$ cat src/rtl/pdsc_pkg.sv
`timescale 1ns / 1ps

package pdsc_pkg;

    localparam int unsigned TimeW  = 32;
    localparam int unsigned DistW  = 12;
    localparam int unsigned AngleW = 8;
    localparam int unsigned IntvW  = 16;
    localparam int unsigned CfgIdxW  = 3;
    localparam int unsigned CfgDataW = 32;

    typedef enum logic [1:0] {
        MODE_CLOSED  = 2'd0,
        MODE_OPENING = 2'd1,
        MODE_OPEN    = 2'd2,
        MODE_CLOSING = 2'd3
    } t_door_mode;

    typedef enum logic [CfgIdxW-1:0] {
        REG_NEAR_LIMIT    = 3'd0,
        REG_OPEN_ANGLE    = 3'd1,
        REG_CLOSED_ANGLE  = 3'd2,
        REG_RAMP_STEP     = 3'd3,
        REG_STEP_INTERVAL = 3'd4,
        REG_HOLD_TIME     = 3'd5
    } t_reg_idx;

    typedef struct packed {
        logic [DistW-1:0]  near_limit;
        logic [AngleW-1:0] open_angle;
        logic [AngleW-1:0] closed_angle;
        logic [AngleW-1:0] ramp_step;
        logic [IntvW-1:0]  step_interval;
        logic [TimeW-1:0]  hold_time;
    } t_cfg;

    typedef struct packed {
        t_door_mode        door_mode;
        logic [AngleW-1:0] servo_angle;
        logic              servo_write;
    } t_result;

endpackage

$ cat src/rtl/pdsc_if.sv
`timescale 1ns / 1ps

interface pdsc_in_if;
    import pdsc_pkg::*;
    logic             valid;
    logic             ready;
    logic [TimeW-1:0] now_ms;
    logic [DistW-1:0] distance;
    modport source (output valid, output now_ms, output distance, input ready);
    modport sink   (input valid, input now_ms, input distance, output ready);
endinterface

interface pdsc_out_if;
    import pdsc_pkg::*;
    logic              valid;
    logic              ready;
    logic [1:0]        door_mode;
    logic [AngleW-1:0] servo_angle;
    logic              servo_write;
    modport source (output valid, output door_mode, output servo_angle,
                    output servo_write, input ready);
    modport sink   (input valid, input door_mode, input servo_angle,
                    input servo_write, output ready);
endinterface

interface pdsc_cfg_if;
    import pdsc_pkg::*;
    logic                valid;
    logic                ready;
    logic [CfgIdxW-1:0]  index;
    logic [CfgDataW-1:0] data;
    modport source (output valid, output index, output data, input ready);
    modport sink   (input valid, input index, input data, output ready);
endinterface

$ cat src/rtl/pdsc_cfg.sv
`timescale 1ns / 1ps

module pdsc_cfg
    import pdsc_pkg::*;
(
    input  logic       i_clk,
    input  logic       i_rst_n,
    pdsc_cfg_if.sink   i_cfg,
    output t_cfg       o_cfg
);

    t_cfg r_cfg;

    assign i_cfg.ready = 1'b1;
    assign o_cfg       = r_cfg;

    always_ff @(posedge i_clk) begin
        if (!i_rst_n) begin
            r_cfg.near_limit    <= DistW'(20);
            r_cfg.open_angle    <= AngleW'(90);
            r_cfg.closed_angle  <= AngleW'(0);
            r_cfg.ramp_step     <= AngleW'(5);
            r_cfg.step_interval <= IntvW'(20);
            r_cfg.hold_time     <= TimeW'(3000);
        end else if (i_cfg.valid) begin
            unique case (i_cfg.index)
                REG_NEAR_LIMIT:    r_cfg.near_limit    <= i_cfg.data[DistW-1:0];
                REG_OPEN_ANGLE:    r_cfg.open_angle    <= i_cfg.data[AngleW-1:0];
                REG_CLOSED_ANGLE:  r_cfg.closed_angle  <= i_cfg.data[AngleW-1:0];
                REG_RAMP_STEP:     r_cfg.ramp_step     <= i_cfg.data[AngleW-1:0];
                REG_STEP_INTERVAL: r_cfg.step_interval <= i_cfg.data[IntvW-1:0];
                REG_HOLD_TIME:     r_cfg.hold_time     <= i_cfg.data[TimeW-1:0];
                default: ;
            endcase
        end
    end

endmodule

$ cat src/rtl/pdsc_ramp.sv
`timescale 1ns / 1ps

module pdsc_ramp
    import pdsc_pkg::*;
(
    input  logic [AngleW-1:0] i_angle,
    input  logic [AngleW-1:0] i_target,
    input  logic [AngleW-1:0] i_step,
    input  logic [TimeW-1:0]  i_now_ms,
    input  logic [TimeW-1:0]  i_last_step_ms,
    input  logic [IntvW-1:0]  i_interval,
    output logic              o_due,
    output logic [AngleW-1:0] o_angle
);

    logic [TimeW-1:0]  elapsed;
    logic [AngleW:0]   sum;
    logic [AngleW-1:0] gap;

    always_comb begin
        elapsed = i_now_ms - i_last_step_ms;
        o_due   = (elapsed >= TimeW'(i_interval));
        sum     = {1'b0, i_angle} + {1'b0, i_step};
        gap     = i_angle - i_target;
        if (i_angle < i_target) begin
            o_angle = (sum >= {1'b0, i_target}) ? i_target : sum[AngleW-1:0];
        end else begin
            // falling: clamp when the step would reach or pass the target
            o_angle = (i_step >= gap) ? i_target : (i_angle - i_step);
        end
    end

endmodule

$ cat src/rtl/pdsc_fsm.sv
`timescale 1ns / 1ps

module pdsc_fsm
    import pdsc_pkg::*;
(
    input  logic             i_clk,
    input  logic             i_rst_n,
    input  logic             i_advance,
    input  t_cfg             i_cfg,
    input  logic [TimeW-1:0] i_now_ms,
    input  logic [DistW-1:0] i_distance,
    output t_result          o_result
);

    t_door_mode        r_state,   n_state;
    logic [AngleW-1:0] r_angle,   n_angle;
    logic [TimeW-1:0]  r_last_step_ms,     n_last_step_ms;
    logic [TimeW-1:0]  r_last_presence_ms, n_last_presence_ms;

    logic              near;
    logic              wrote;
    logic              step_due;
    logic [AngleW-1:0] ramp_angle;
    logic [AngleW-1:0] target;
    logic [TimeW-1:0]  idle_ms;

    assign target = (r_state == MODE_OPENING) ? i_cfg.open_angle : i_cfg.closed_angle;

    pdsc_ramp u_ramp (
        .i_angle        (r_angle),
        .i_target       (target),
        .i_step         (i_cfg.ramp_step),
        .i_now_ms       (i_now_ms),
        .i_last_step_ms (r_last_step_ms),
        .i_interval     (i_cfg.step_interval),
        .o_due          (step_due),
        .o_angle        (ramp_angle)
    );

    always_ff @(posedge i_clk) begin
        if (!i_rst_n) begin
            r_state            <= MODE_CLOSED;
            r_angle            <= '0;
            r_last_step_ms     <= '0;
            r_last_presence_ms <= '0;
        end else if (i_advance) begin
            r_state            <= n_state;
            r_angle            <= n_angle;
            r_last_step_ms     <= n_last_step_ms;
            r_last_presence_ms <= n_last_presence_ms;
        end
    end

    always_comb begin
        near               = (i_distance != '0) && (i_distance <= i_cfg.near_limit);
        idle_ms            = i_now_ms - r_last_presence_ms;
        n_state            = r_state;
        n_angle            = r_angle;
        n_last_step_ms     = r_last_step_ms;
        n_last_presence_ms = r_last_presence_ms;
        wrote              = 1'b0;
        unique case (r_state)
            MODE_CLOSED: begin
                if (near) n_state = MODE_OPENING;
            end
            MODE_OPENING: begin
                if (step_due) begin
                    n_angle        = ramp_angle;
                    n_last_step_ms = i_now_ms;
                    wrote          = 1'b1;
                end
                if (n_angle == i_cfg.open_angle) begin
                    n_last_presence_ms = i_now_ms;
                    n_state            = MODE_OPEN;
                end
            end
            MODE_OPEN: begin
                if (near) begin
                    n_last_presence_ms = i_now_ms;
                end else if (idle_ms > i_cfg.hold_time) begin
                    n_state = MODE_CLOSING;
                end
            end
            MODE_CLOSING: begin
                if (near) begin
                    n_state = MODE_OPENING;
                end else begin
                    if (step_due) begin
                        n_angle        = ramp_angle;
                        n_last_step_ms = i_now_ms;
                        wrote          = 1'b1;
                    end
                    if (n_angle == i_cfg.closed_angle) n_state = MODE_CLOSED;
                end
            end
            default: n_state = MODE_CLOSED;
        endcase
        o_result.door_mode   = n_state;
        o_result.servo_angle = n_angle;
        o_result.servo_write = wrote;
    end

endmodule

$ cat src/rtl/proximity_door_servo_controller.sv
`timescale 1ns / 1ps
// Path: an accepted input is held in the input register, and its result is then
// registered in the result register, from which o_out presents it.
// Throughput: one item per cycle unless o_out.ready stalls the output; the door state
// update is one pass of compares, an add and 32/8-bit subtracts between both registers.
// Reset (i_rst_n low, synchronous): door closed, angle 0, timestamps 0,
// configuration registers back to their defaults, both pipeline registers empty.

module proximity_door_servo_controller
    import pdsc_pkg::*;
(
    input  logic        i_clk,
    input  logic        i_rst_n,
    pdsc_in_if.sink     i_in,
    pdsc_out_if.source  o_out,
    pdsc_cfg_if.sink    i_cfg
);

    t_cfg             cfg;
    t_result          result;
    logic             advance;
    logic             out_free;

    logic             r_in_valid;
    logic [TimeW-1:0] r_now_ms;
    logic [DistW-1:0] r_distance;
    logic             r_out_valid;
    t_result          r_result;

    pdsc_cfg u_cfg (
        .i_clk   (i_clk),
        .i_rst_n (i_rst_n),
        .i_cfg   (i_cfg),
        .o_cfg   (cfg)
    );

    pdsc_fsm u_fsm (
        .i_clk      (i_clk),
        .i_rst_n    (i_rst_n),
        .i_advance  (advance),
        .i_cfg      (cfg),
        .i_now_ms   (r_now_ms),
        .i_distance (r_distance),
        .o_result   (result)
    );

    assign out_free   = !r_out_valid || o_out.ready;
    assign advance    = r_in_valid && out_free;
    assign i_in.ready = !r_in_valid || advance;

    always_ff @(posedge i_clk) begin
        if (!i_rst_n) begin
            r_in_valid  <= 1'b0;
            r_out_valid <= 1'b0;
        end else begin
            if (i_in.ready) r_in_valid <= i_in.valid;
            if (out_free)   r_out_valid <= r_in_valid;
        end
    end

    always_ff @(posedge i_clk) begin
        if (i_in.ready && i_in.valid) begin
            r_now_ms   <= i_in.now_ms;
            r_distance <= i_in.distance;
        end
        if (advance) r_result <= result;
    end

    assign o_out.valid       = r_out_valid;
    assign o_out.door_mode   = r_result.door_mode;
    assign o_out.servo_angle = r_result.servo_angle;
    assign o_out.servo_write = r_result.servo_write;

endmodule
$ cat src/flat_wrapper.sv
// flat-port wrapper written by rule: the top's interface ports become plain ports
module proximity_door_servo_controller_flat import pdsc_pkg::*;
  (i_clk, i_rst_n, i_in_valid, i_in_now_ms, i_in_distance, i_in_ready, o_out_valid, o_out_door_mode, o_out_servo_angle, o_out_servo_write, o_out_ready, i_cfg_valid, i_cfg_index, i_cfg_data, i_cfg_ready);
  pdsc_in_if i_in_i ();
  pdsc_out_if o_out_i ();
  pdsc_cfg_if i_cfg_i ();
  input  logic i_clk;
  input  logic i_rst_n;
  input wire logic [$bits(i_in_i.valid)-1:0] i_in_valid;
  input wire logic [$bits(i_in_i.now_ms)-1:0] i_in_now_ms;
  input wire logic [$bits(i_in_i.distance)-1:0] i_in_distance;
  output wire logic [$bits(i_in_i.ready)-1:0] i_in_ready;
  output wire logic [$bits(o_out_i.valid)-1:0] o_out_valid;
  output wire logic [$bits(o_out_i.door_mode)-1:0] o_out_door_mode;
  output wire logic [$bits(o_out_i.servo_angle)-1:0] o_out_servo_angle;
  output wire logic [$bits(o_out_i.servo_write)-1:0] o_out_servo_write;
  input wire logic [$bits(o_out_i.ready)-1:0] o_out_ready;
  input wire logic [$bits(i_cfg_i.valid)-1:0] i_cfg_valid;
  input wire logic [$bits(i_cfg_i.index)-1:0] i_cfg_index;
  input wire logic [$bits(i_cfg_i.data)-1:0] i_cfg_data;
  output wire logic [$bits(i_cfg_i.ready)-1:0] i_cfg_ready;
  assign i_in_i.valid = i_in_valid;
  assign i_in_i.now_ms = i_in_now_ms;
  assign i_in_i.distance = i_in_distance;
  assign i_in_ready = i_in_i.ready;
  assign o_out_valid = o_out_i.valid;
  assign o_out_door_mode = o_out_i.door_mode;
  assign o_out_servo_angle = o_out_i.servo_angle;
  assign o_out_servo_write = o_out_i.servo_write;
  assign o_out_i.ready = o_out_ready;
  assign i_cfg_i.valid = i_cfg_valid;
  assign i_cfg_i.index = i_cfg_index;
  assign i_cfg_i.data = i_cfg_data;
  assign i_cfg_ready = i_cfg_i.ready;
  proximity_door_servo_controller u_core (.i_clk(i_clk), .i_rst_n(i_rst_n), .i_in(i_in_i), .o_out(o_out_i), .i_cfg(i_cfg_i));
endmodule
$ cat config.mk
export PLATFORM = sky130hd
export DESIGN_NAME = proximity_door_servo_controller_flat
export DESIGN_NICKNAME = d
export VERILOG_FILES = /design/src/rtl/pdsc_pkg.sv /design/src/rtl/pdsc_if.sv /design/src/rtl/pdsc_cfg.sv /design/src/rtl/pdsc_ramp.sv /design/src/rtl/pdsc_fsm.sv /design/src/rtl/proximity_door_servo_controller.sv /design/src/flat_wrapper.sv
export SDC_FILE = /design/constraint.sdc
export NUM_CORES = 1
export LEC_CHECK = 0
export BUFFER_PORTS_ARGS = -buffer_cell sky130_fd_sc_hd__buf_2
export CELL_PAD_IN_SITES_DETAIL_PLACEMENT = 0
export CELL_PAD_IN_SITES_GLOBAL_PLACEMENT = 1
export CORE_UTILIZATION = 51
export CTS_CLUSTER_DIAMETER = 150
export CTS_CLUSTER_SIZE = 16
export DETAILED_ROUTE_END_ITERATION = 8
export PLACE_DENSITY = 0.95
export SLEW_MARGIN = 25
export SYNTH_ARGS = -nofsm -noshare
export SYNTH_HDL_FRONTEND = slang
export SYNTH_HIERARCHICAL = 1
export SYNTH_SLANG_ARGS = --single-unit
$ cat constraint.sdc
create_clock -name i_clk -period 15.5 [get_ports i_clk]
set_clock_uncertainty 0.1 [all_clocks]
set_input_delay 1.55 -clock i_clk [delete_from_list [all_inputs] [get_ports i_clk]]
set_output_delay 1.55 -clock i_clk [all_outputs]
set_load 0.05 [all_outputs]
==> impl_metrics.yaml <==
synth:
  synth_ff_type: "dfxtp_1"
  syn_area_per_cell_sq_um: 8.57
  ys_seq_area_share_pct: 31.9
  yosysMostFrequentCell: "nand2_1"
  synth_top_area_share_pct: 21.1
  synth_seq_cells: 215
  ys_top_cells_by_area: "dfxtp_1 21%, ha_1 14%, edfxtp_1 11%"
  synth-async-reset-ratio_pct: 0
  ys.warnings.count: 6
  postSynthCellCount: 1773
  synth.distinct_cells: 93
  synth-edff-count: 55
  synthesis.area_sq_um: 15200
  synth_nets: 2027
  synth_common_cells: "202 x nand2_1, 176 x inv_1, 165 x ha_1"
  synth_top_cell_by_area: "dfxtp_1"
route:
  drt-wirelength-per-cell_microns: 17.1
  ant_nets: 0
  vias: 12817
  initialDrtViolationCount: 875
  viasPerCell: 5.80
  drcViolationCount: 0
  drt_wl_total_microns: 37800
  drt-pass1-iter-count: 5
floorplan:
  pin_count: 98
  die_h_microns: 175
  start_util_pct: 52.4
  die_x_microns: 175
  fp-row-count: 62
  dieArea_sq_um: 30500
  core_area_sq_um: 29000
cts:
  post_cts_resized: 0
  path_clk_slew_ns: 0.08
  postCtsSetupRepairBufs: 0
  numCtsBuffers: 17
  htreeDepth: 1
  clkLatencyLatePin_ns: 0.51
  cts_root_buf: "clkbuf_16"
  cts_tree: "yes"
  clk_path_buf_depth: 3
  cts_sinks: 215
  hold_buffers: 0
sta:
  fin_setup_tns_ns: 0
  tightest_slew_ns: 0.873
  slew_headroom_pct: 41.8
  drv_slew: 0
  fmax_mhz: 139
  rsz0062_at_grt: "false"
  setup_slack_ns: 8.33
  setup_violations: 0
  min_period_ns: 7.17
  period_share_pct: 46.3
  hold_viol_final: 0
grt:
  grt_usage_pct: 24.6
  antenna_found_initial: 0
  grt_overflow: 0
  first_global_vias: 12112
  grt_pass1_wl_microns: 61400
  grt_max_degree: 115
pwr:
  ir_drop_mv: 0.0925
  power.total_mw: 1.43
  p_per_area_nw_per_um2: 87.8
  p_leak_nw: 6.66
finish:
  nNetsFinal: 2070
  antennaDiodeCount: 0
  drive_gt1_share_pct: 9.91
  fill_cells: 2666
  final_util_pct: 56.3
  syn_to_final_growth_pct: 7.51
worst_setup_path:
  cp.arrival_ns: 7.42
  worstPathRequired_ns: 15.75
  cp-end-kind: "register"
  worst-path-max-fanout: 32
  crit_type: "reg -> reg"
  start_kind: "register"
placed_design:
  port_buffers: 96
  post-place-ws_ns: 8.55
  place_hpwl_microns: 28200
  gp_congestion: 0.916
job:
  maxCapViolCount: 0
run_status:
  status: "complete, no violations"
hold_path:
  worstHoldPathType: "reg -> reg"
==> metrics by stage <==
stage               hold WS, ns  cells  area [sq um]
floorplan                 0.335   1773         15200
global placement          0.344   2181         15800
detailed placement        0.347   2181         15900
CTS                       0.361   2210         16300
global route              0.376   2210         16300
finish                    0.359   2210         16300
==> registers in the layout, indices dropped and copies added, names as in the netlist <==
name	cells
u_core/u_cfg/o_cfg	84
u_core/o_out.servo_write	1
u_core/o_out.valid	1
u_core/o_out.servo_angle	8
u_core/o_out.door_mode	2
u_core/u_fsm/r_state	2
u_core/r_now_ms	32
u_core/u_fsm/r_last_step_ms	32
u_core/u_fsm/r_angle	8
u_core/u_fsm/r_last_presence_ms	32
u_core/r_distance	12
u_core/r_in_valid	1
==> logic make-up (layout without fill, tap and decap cells) <==
group,count (synthesis),after routing,synth area share [%]
AND/OR/NAND/NOR,506,506,16.4
AO/OA/AOI/OAI,445,445,18.8
buffers and inverters,258,311,7.26
flip-flops,215,215,31.9
adder cells (fa/ha/maj),170,170,14.2
multiplexers,107,107,7.21
XOR/XNOR,71,71,4.09
other,1,1,0.0247
==> path summary, 6_finish.rpt <==
check | start | endpoint | slack (ns) | depth (start not counted)
max reg2reg | u_core/r_now_ms[4]$_DFFE_PP_ | u_core/u_fsm/r_last_presence_ms[23]$_SDFFE_PN0P_ | 8.33 | 25
min | u_core/u_cfg/o_cfg[45]$_SDFFE_PN0P_ | u_core/u_cfg/o_cfg[45]$_SDFFE_PN0P_ | 0.36 | 2
min reg2reg | u_core/u_cfg/o_cfg[45]$_SDFFE_PN0P_ | u_core/u_cfg/o_cfg[45]$_SDFFE_PN0P_ | 0.36 | 2
max | u_core/r_now_ms[4]$_DFFE_PP_ | u_core/u_fsm/r_last_presence_ms[23]$_SDFFE_PN0P_ | 8.33 | 25
==> metal layers <==
layer	global-route usage (%)	up-vias	part of all wire, %
met2	39.5	386	44
met1	34.8	6017	47
met4	7.03	0	2.6
met5	0	-	0
met3	2.74	66	6.1
li1	-	6348	-
==> worst max-delay path, stage by stage (launching register included) <==
cell and delay [ns]:
edfxtp_1 0.44, ha_1 0.40, o211ai_1 0.11, a21oi_1 0.25, o21ai_2 0.13, o21bai_1 0.44
a211oi_1 0.12, xnor2_1 0.15, ha_1 0.30, a21oi_1 0.15, nor2b_1 0.05, o21ai_0 0.14
o211ai_1 0.12, a2111oi_0 0.37, nand4_1 0.17, nor4_2 0.28, nand4_1 0.12, or4_1 0.87
mux2i_1 0.49, xnor2_1 0.13, nor4_1 0.27, nand2_1 0.14, nand2_2 0.11, nand3_2 0.58
o21ai_0 0.45, a21oi_1 0.11
==> cells in the final DEF, fill, tap and decap left out, types with 5 or more instances in the layout <==
cell type / synthesis / layout
o21ai_0: 105 / 105
buf_2: 21 / 95
xnor2_1: 56 / 56
nand2b_1: 13 / 13
fa_1: 5 / 5
inv_1: 176 / 175
clkbuf_1: 41 / 10
o21a_1: 16 / 16
a211oi_1: 10 / 10
mux2i_1: 94 / 94
nand3_1: 87 / 86
a21oi_1: 129 / 128
and2_1: 15 / 15
a21o_1: 47 / 47
a22oi_1: 9 / 9
xor2_1: 15 / 15
dfxtp_1: 160 / 160
and3_1: 12 / 12
or3_1: 5 / 5
nand4_1: 21 / 21
o21bai_1: 16 / 16
ha_1: 165 / 165
o21ai_1: 9 / 9
o211ai_1: 11 / 11
nand2_1: 202 / 202
clkbuf_16: 0 / 17
a31oi_1: 12 / 12
mux2_2: 10 / 10
a32oi_1: 12 / 12
or2_2: 6 / 6
o22ai_1: 5 / 5
nor2b_1: 41 / 40
nor2_1: 54 / 54
nor3_1: 15 / 15
edfxtp_1: 55 / 55
buf_4: 5 / 10
nor4_1: 8 / 8
==> area by class of cell <==
class	instances	area, sq um	area share, %
timing repair buffer	106	562	3.44
inverter	176	661	4.04
clock inverter	2	20.0	0.123
clock buffer	27	463	2.83
sequential	215	4850	29.7
tap	384	480	2.94
multi-input combinational	1300	9300	56.9
==> power by group <==
| part | switching [mW] | internal (mW) | total [mW] |
|---|---|---|---|
| logic | 0.240 | 0.165 | 0.405 |
| registers | 0.0194 | 0.597 | 0.616 |
| clock network | 0.205 | 0.208 | 0.413 |
Note: power is estimated with default switching activity, not from simulation.
